$ cat src/hdl/tmbc_pkg.sv
// Package for the tile map box collision resolver.
// Holds payload structs, state enum, constants. No dependencies.
package tmbc_pkg;
  localparam int MaxColumnsDef = 64;
  localparam int MaxRowsDef = 64;
  localparam int CoordBitsDef = 24;

  localparam logic [1:0] CfgCellWidth = 2'd0;
  localparam logic [1:0] CfgCellHeight = 2'd1;
  localparam logic [1:0] CfgMapColumns = 2'd2;
  localparam logic [1:0] CfgMapRows = 2'd3;

  localparam logic OpWrite = 1'b0;
  localparam logic OpQuery = 1'b1;

  localparam int FlagSolid = 0;
  localparam int FlagUp = 1;
  localparam int FlagDown = 2;
  localparam int FlagLeft = 3;
  localparam int FlagRight = 4;

  typedef struct packed {
    logic        operation;
    logic [5:0]  tile_column;
    logic [5:0]  tile_row;
    logic [4:0]  tile_flags;
    logic signed [CoordBitsDef-1:0] box_left;
    logic signed [CoordBitsDef-1:0] box_top;
    logic signed [CoordBitsDef-1:0] box_right;
    logic signed [CoordBitsDef-1:0] box_bottom;
  } in_item_t;

  typedef struct packed {
    logic        collided;
    logic signed [CoordBitsDef-1:0] push_x;
    logic signed [CoordBitsDef-1:0] push_y;
  } out_item_t;

  typedef enum logic [3:0] {
    StIdle, StClear, StDivX0, StDivY0, StDivX1, StDivY1, StSetup,
    StRead, StWait, StEval, StDone
  } state_e;

  // Status from divider to sequencer.
  typedef struct packed {
    logic busy;
    logic done;
  } div_stat_t;
endpackage

$ cat src/hdl/tmbc_floor_div.sv
// Iterative floor divider: signed dividend by unsigned 16-bit divisor.
// One quotient bit per cycle. Uses tmbc_pkg.
module tmbc_floor_div import tmbc_pkg::*; #(
  parameter int CoordBits = CoordBitsDef
) (
  input  logic                        clk_i,
  input  logic                        rst_ni,
  input  logic                        start_i,
  input  logic signed [CoordBits-1:0] dividend_i,
  input  logic [15:0]                 divisor_i,
  output div_stat_t                   stat_o,
  output logic signed [CoordBits:0]   quot_o
);
  localparam int CntW = $clog2(CoordBits + 1);
  logic [CoordBits-1:0] mag_q, mag_d, quo_q, quo_d;
  logic [16:0] rem_q, rem_d;
  logic neg_q, neg_d, busy_q, busy_d, done_q, done_d;
  logic [CntW-1:0] cnt_q, cnt_d;
  logic [16:0] shl;

  always_comb begin
    mag_d = mag_q; quo_d = quo_q; rem_d = rem_q; neg_d = neg_q;
    busy_d = busy_q; cnt_d = cnt_q; done_d = 1'b0;
    shl = {rem_q[15:0], mag_q[CoordBits-1]};
    if (start_i) begin
      neg_d = dividend_i[CoordBits-1];
      mag_d = neg_d ? CoordBits'(-dividend_i) : dividend_i;
      rem_d = '0; quo_d = '0; busy_d = 1'b1;
      cnt_d = CntW'(CoordBits);
    end else if (busy_q) begin
      mag_d = mag_q << 1;
      if (shl >= {1'b0, divisor_i}) begin
        rem_d = shl - {1'b0, divisor_i};
        quo_d = {quo_q[CoordBits-2:0], 1'b1};
      end else begin
        rem_d = shl;
        quo_d = {quo_q[CoordBits-2:0], 1'b0};
      end
      cnt_d = cnt_q - 1'b1;
      if (cnt_q == CntW'(1)) begin
        busy_d = 1'b0; done_d = 1'b1;
      end
    end
  end

  always_ff @(posedge clk_i or negedge rst_ni) begin
    if (!rst_ni) begin
      busy_q <= 1'b0; done_q <= 1'b0; cnt_q <= '0;
    end else begin
      busy_q <= busy_d; done_q <= done_d; cnt_q <= cnt_d;
    end
  end

  always_ff @(posedge clk_i) begin
    mag_q <= mag_d; quo_q <= quo_d; rem_q <= rem_d; neg_q <= neg_d;
  end

  always_comb begin
    if (neg_q) begin
      quot_o = (rem_q != '0) ? -$signed({1'b0, quo_q}) - 2'sd1
                             : -$signed({1'b0, quo_q});
    end else begin
      quot_o = $signed({1'b0, quo_q});
    end
  end

  assign stat_o = '{busy: busy_q, done: done_q};
endmodule

$ cat config.mk
export PLATFORM = sky130hd
export DESIGN_NAME = tmbc_floor_div
export DESIGN_NICKNAME = d
export VERILOG_FILES = /design/src/hdl/tmbc_pkg.sv /design/src/hdl/tmbc_floor_div.sv
export SDC_FILE = /design/constraint.sdc
export NUM_CORES = 1
export LEC_CHECK = 0
export BUFFER_PORTS_ARGS = -buffer_cell sky130_fd_sc_hd__buf_2
export CORE_UTILIZATION = 64
export DETAILED_ROUTE_END_ITERATION = 6
export PLACE_DENSITY = 0.87
export REMOVE_ABC_BUFFERS = 1
export SYNTH_ARGS = -nofsm -noshare
export SYNTH_HDL_FRONTEND = slang
export SYNTH_SLANG_ARGS = --single-unit
export TNS_END_PERCENT = 30
$ cat constraint.sdc
create_clock -name clk_i -period 7.7 [get_ports clk_i]
set_clock_uncertainty 0.2 [all_clocks]
set_input_delay 0.77 -clock clk_i [delete_from_list [all_inputs] [get_ports clk_i]]
set_output_delay 0.77 -clock clk_i [all_outputs]
set_load 0.02 [all_outputs]
# After elaboration in Yosys (flattened, before gate mapping)
# Index checks and enable logic that the tools add are counted.
# classes
addsub,5
magnitude_cmp,1
eq_ne,1
mux,15
reduce_logical,2
# op_table
op,count
two-way mux 24 bit,3
two-way mux 25 bit,2
negator 24 -> 25 bit,1
subtractor 25 x 2 -> 25 bit (second input constant),1
negator 24 bit,1
>= comparator 17 x 16 -> 1 bit,1
two-way mux 17 bit,1
nonzero test 17 bit,1
subtractor 17 x 16 -> 17 bit,1
two-way mux 5 bit,2
two-way mux 1 bit,7
equality test 5 x 1 -> 1 bit (second input constant),1
subtractor 5 x 1 -> 5 bit (second input constant),1
nonzero test 2 bit,1
# word_totals
regBits,73
inputBits,43
out_inout_bits,27
wordCells,31

# Depth between registers and ports, before layout
# depth
depth_word,4
ltp_mapped,13
ltp_nobuf,11

# Worst setup path after synthesis
# No wires, ideal clock.
# synth_timing
path_kind,flip-flop to output port
startpoint,register quo_q[0]
endpoint,output port quot_o[13]
arrival_time_ns,3.178
required_time_ns,6.730
slack_ns,3.552
stages_incl_launch_ff,12
path_buffers,2
path_cell_list,dfxtp_1 > buf_4 > inv_1 > ha_1 > or4b_1 > buf_2 > or3_1 > o31ai_4 > nor4b_1 > nor4_1 > nor3_1 > xor2_1
# synth_via
elab_chain_cells,4
# synth_lines
element,line,rtl
from (decl),tmbc_floor_div.sv:15,"logic [CoordBits-1:0] mag_q, mag_d, quo_q, quo_d;"
from (signal assigned),tmbc_floor_div.sv:55,mag_q <= mag_d; quo_q <= quo_d; rem_q <= rem_d; neg_q <= neg_d;
negator 24 -> 25 bit *,"tmbc_floor_div.sv:60, tmbc_floor_div.sv:61",
subtractor 25 x 2 -> 25 bit,tmbc_floor_div.sv:60,"quot_o = (rem_q != '0) ? -$signed({1'b0, quo_q}) - 2'sd1"
two-way mux 25 bit *,tmbc_floor_div.sv:60,
two-way mux 25 bit *,tmbc_floor_div.sv:59,if (neg_q) begin
to (decl),tmbc_floor_div.sv:12,output logic signed [CoordBits:0] quot_o
# Every way passes the cells marked *; elsewhere a longest branch is shown, timed or not.

# Worst setup path after layout
# layout_timing
startpoint,register quo_q[0]
endpoint,output port quot_o[23]
# Same word-level chain as after synthesis.

==> summary.json <==
{
  "worst-setup-path-type": "register to output port",
  "areaGrowthSynthToFinish_pct": 8.10,
  "crit_path_frequent_cell": "nor3_1",
  "drt-initial-drc-count": 281,
  "yosysSeqAreaShare_pct": 30.7,
  "syn_avg_cell_area_um2": 8.22,
  "setup_viol_count_final": 0,
  "clk-insertion-delay-late_ps": 340,
  "cts.repair_timing.setup_buffer_count": 0,
  "worst_slew_pin_slew_ps": 926,
  "fin_util_pct": 70.8,
  "die_area_um2": 9260,
  "global_route.overflow_total": 0,
  "slew_viol_final": 0,
  "drc": 0,
  "timing.max_slew.rel_slack_pct": 38.3,
  "r2r_setup_slack_ps": 4530,
  "placeableCoreArea_um2": 8680,
  "switching_share_pct": 31.3,
  "vdd_drop_max_mv": 0.157,
  "power_per_cell_area_nw_per_um2": 163,
  "synthDominantAreaCellType": "dfxtp_1",
  "synth_edf_count": 25,
  "final_critical_path_setup_slack_ps": 2850,
  "critical_path.reg2reg.endpoint": "rem_q[9]",
  "power.static_leakage_nw": 2.83,
  "p_clk_share_pct": 27.9,
  "core.rowCount": 34,
  "fin_crit_sh_pct": 63.0,
  "place_worst_setup_slack_ps": 3310,
  "cts_tree": "done",
  "internal_power_w": 0.000686,
  "fraction_of_synthesis_flops_using_an_asynchronous_set_or_reset_pin_pct": 9.59,
  "detailroute.via_count": 5107,
  "timing.critical_path.buf_inv": 2,
  "floorplan.initialDensity_pct": 65.5,
  "drt_wl_total_um": 12400,
  "worst_setup_path_endpoint": "quot_o[23]",
  "synth_warnings": 0,
  "timing.critical_path.cells": "inv_1 > ha_1 > or4b_1 > nor4_4 > nand3_1 > and4_1 > nor3_1 > nor3_1 > xnor2_1 > a21oi_1 > buf_2",
  "cts_hold_buf": 0,
  "numClockSinks": 73,
  "crit_family": "simple AND/OR/NAND/NOR gates",
  "synth_top_flop_cell": "dfxtp_1",
  "critical_path_startpoint_category": "register",
  "net-switching-power_w": 0.000313,
  "rsz_0062_raised_after_global_routing": "no",
  "grt_max_degree": 98,
  "clock_pin_slew_of_the_registers_on_the_worst_case_setup_and_hold_paths_ps": 80,
  "fp.dieH_um": 96.3,
  "syn-instance-count": 692,
  "place.detailed.hpwl_um": 8810,
  "run_status": "finished clean",
  "holdCritPathClass": "primary input to async pin",
  "tns_ps": 0,
  "timing.rr.start": "mag_q[23]",
  "insertedDiodeCount": 0,
  "setup.worst_path.end_class": "output port",
  "yosys_register_bits": 73,
  "slowest_cell_on_the_critical_path": "or4b_1",
  "fillers": 716,
  "grt_first_pass_wirelength_um": 20200,
  "grt_pass1_vias": 4476,
  "fmax_mhz": 206,
  "place.port_buffers": 69,
  "seq_power_share_pct": 43.7,
  "grtUsageTotal_pct": 27.7,
  "ant_nets": 0,
  "drtPass1Iterations": 6,
  "combinationalPowerShare_pct": 28.5,
  "tritoncts.num_buffers": 9,
  "synth_top_cell_area_share_pct": 14.4,
  "placedInstanceArea_um2": 5970,
  "finalCriticalPeriod_ps": 4850,
  "drive_above_1_share_pct": 13.8,
  "synth.top_cells.by_area": "dfxtp_1 14%, edfxtp_1 13%, mux2i_1 6.2%",
  "max-clock-path-buffers": 2,
  "critical_path_required_ps": 6730,
  "floorplan.die.width_um": 96.3,
  "hold-worst-slack_ps": 54.6,
  "final_hold_viol_count": 0,
  "timing.max_cap.violations": 0,
  "worstPathMaxFanout": 11,
  "drt-vias-per-instance": 6.09,
  "finish.net_count": 790,
  "crit_path_start": "quo_q[0]",
  "cpPeakStageDelay_ps": 640,
  "post_cts.resized_instances": 0,
  "grt_antenna_before_repair": 0,
  "wl_per_cell_um": 14.8,
  "layout.cell_area.non_filler_um2": 6150,
  "reg2reg_depth": 11,
  "htree_levels": 3,
  "gp_routability_congestion": 0.925,
  "yosysUniqueCellTypes": 64,
  "syn-cell-area_um2": 5690,
  "cts_root_buffer": "clkbuf_8",
  "worst-endpoint-arrival_ps": 3880,
  "cp_num_cells": 11,
  "top_level_ports": 70
}
[registers in the layout (all words and copies together), names as in the netlist]
| name | flops |
|---|---|
| rem_q | 17 |
| neg_q | 1 |
| done_q | 1 |
| busy_q | 1 |
| cnt_q | 5 |
| mag_q | 24 |
| quo_q | 24 |
[through the flow]
| stage | power (W) | std cells |
|---|---|---|
| final | 0.000999 | 838 |
| after global routing | 0.00106 | 838 |
| after CTS | 0.00101 | 838 |
| after detailed placement | 0.000726 | 822 |
| after global placement | 0.000717 | 822 |
| after floorplan | 0.000644 | 641 |
[power groups by stage]
stage	sequential, W	clock [W]	combinational [W]
2_1_floorplan	0.000444	0	0.000200
3_3_place_gp	0.000443	0	0.000274
3_5_place_dp	0.000445	0	0.000282
4_1_cts	0.000436	0.000285	0.000284
5_1_grt	0.000439	0.000302	0.000318
6_report	0.000436	0.000278	0.000285
[metal layers]
layer / up-vias / global-route usage [%] / share of wire [%] / wire (µm)
met1: 2354 / 37.4 / 46 / 5670
met4: 0 / 11.1 / 1.8 / 225
met3: 24 / 4.90 / 4.6 / 572
met2: 174 / 43.9 / 48 / 5970
met5: - / 0 / 0 / 0
li1: 2555 / - / - / -
[synthesized netlist by cell type, types with 3 or more instances]
cell type and count:
nor2_1 92, nand3_1 12, a21o_1 9, nor3_1 29, a211oi_1 15, o41ai_1 3
nor2b_1 5, mux2i_1 35, dfrtp_1 7, xor2_1 35, nand2_1 44, buf_2 5
or2_2 5, or3_1 13, buf_1 4, nor4b_1 3, clkbuf_1 35, edfxtp_1 25
a311oi_1 6, ha_1 21, nand3b_1 4, xnor2_1 39, and2_1 4, or4_1 4
buf_4 4, or4_4 3, inv_1 32, and3_1 3, nand4_1 6, o211ai_1 5
o21a_1 7, dfxtp_1 41, o31a_1 3, nand2b_1 7, o311ai_0 3, o21ai_0 18
nor4_1 15, a21oi_1 44, o31ai_1 10, a31oi_1 6
[kinds of logic (layout without fill, tap and decap cells)]
kind of cell | after synthesis | count (layout) | share of synthesized area (%)
flip-flops | 73 | 73 | 30.7
multiplexers | 35 | 35 | 6.16
AND/OR/NAND/NOR | 259 | 259 | 23.3
adder cells (fa/ha/maj) | 22 | 22 | 4.97
AO/OA/AOI/OAI | 146 | 146 | 17.3
XOR/XNOR | 74 | 74 | 11.4
buffers and inverters | 83 | 121 | 6.14
[cell usage in the layout, fill, tap and decap left out, drive strengths merged, types with 7 or more instances in the layout]
cell type and count:
nor2 92, buf 73, nand2 44, a21oi 44, dfxtp 41, xnor2 39, xor2 35, mux2i 35
inv 32, nor3 29, edfxtp 25, ha 21, o21ai 19, nor4 17, a211oi 16, or3 13
nand3 12, o31ai 11, clkbuf 11, a21o 9, o21a 7, nand2b 7, dfrtp 7, or4 7
[how the worst min path moves through the flow]
stage | endpoint | slack (ps)
2_1_floorplan | rem_q[16] | 260
3_3_place_gp | rem_q[16] | 280
3_5_place_dp | rem_q[16] | 310
4_1_cts | cnt_q[2] | 40
5_1_grt | cnt_q[2] | 40
6_report | cnt_q[2] | 50
[final cells by class]
class	instances	area (µm²)	area share [%]
well taps	108	135	2.20
clock buffers	11	131	2.14
multi-input cells	536	3590	58.4
flip-flops and latches	73	1750	28.4
clock inverters	5	46.3	0.753
inverters	32	120	1.95
repair buffers	73	375	6.11
Power figures use the tool's default switching activity.
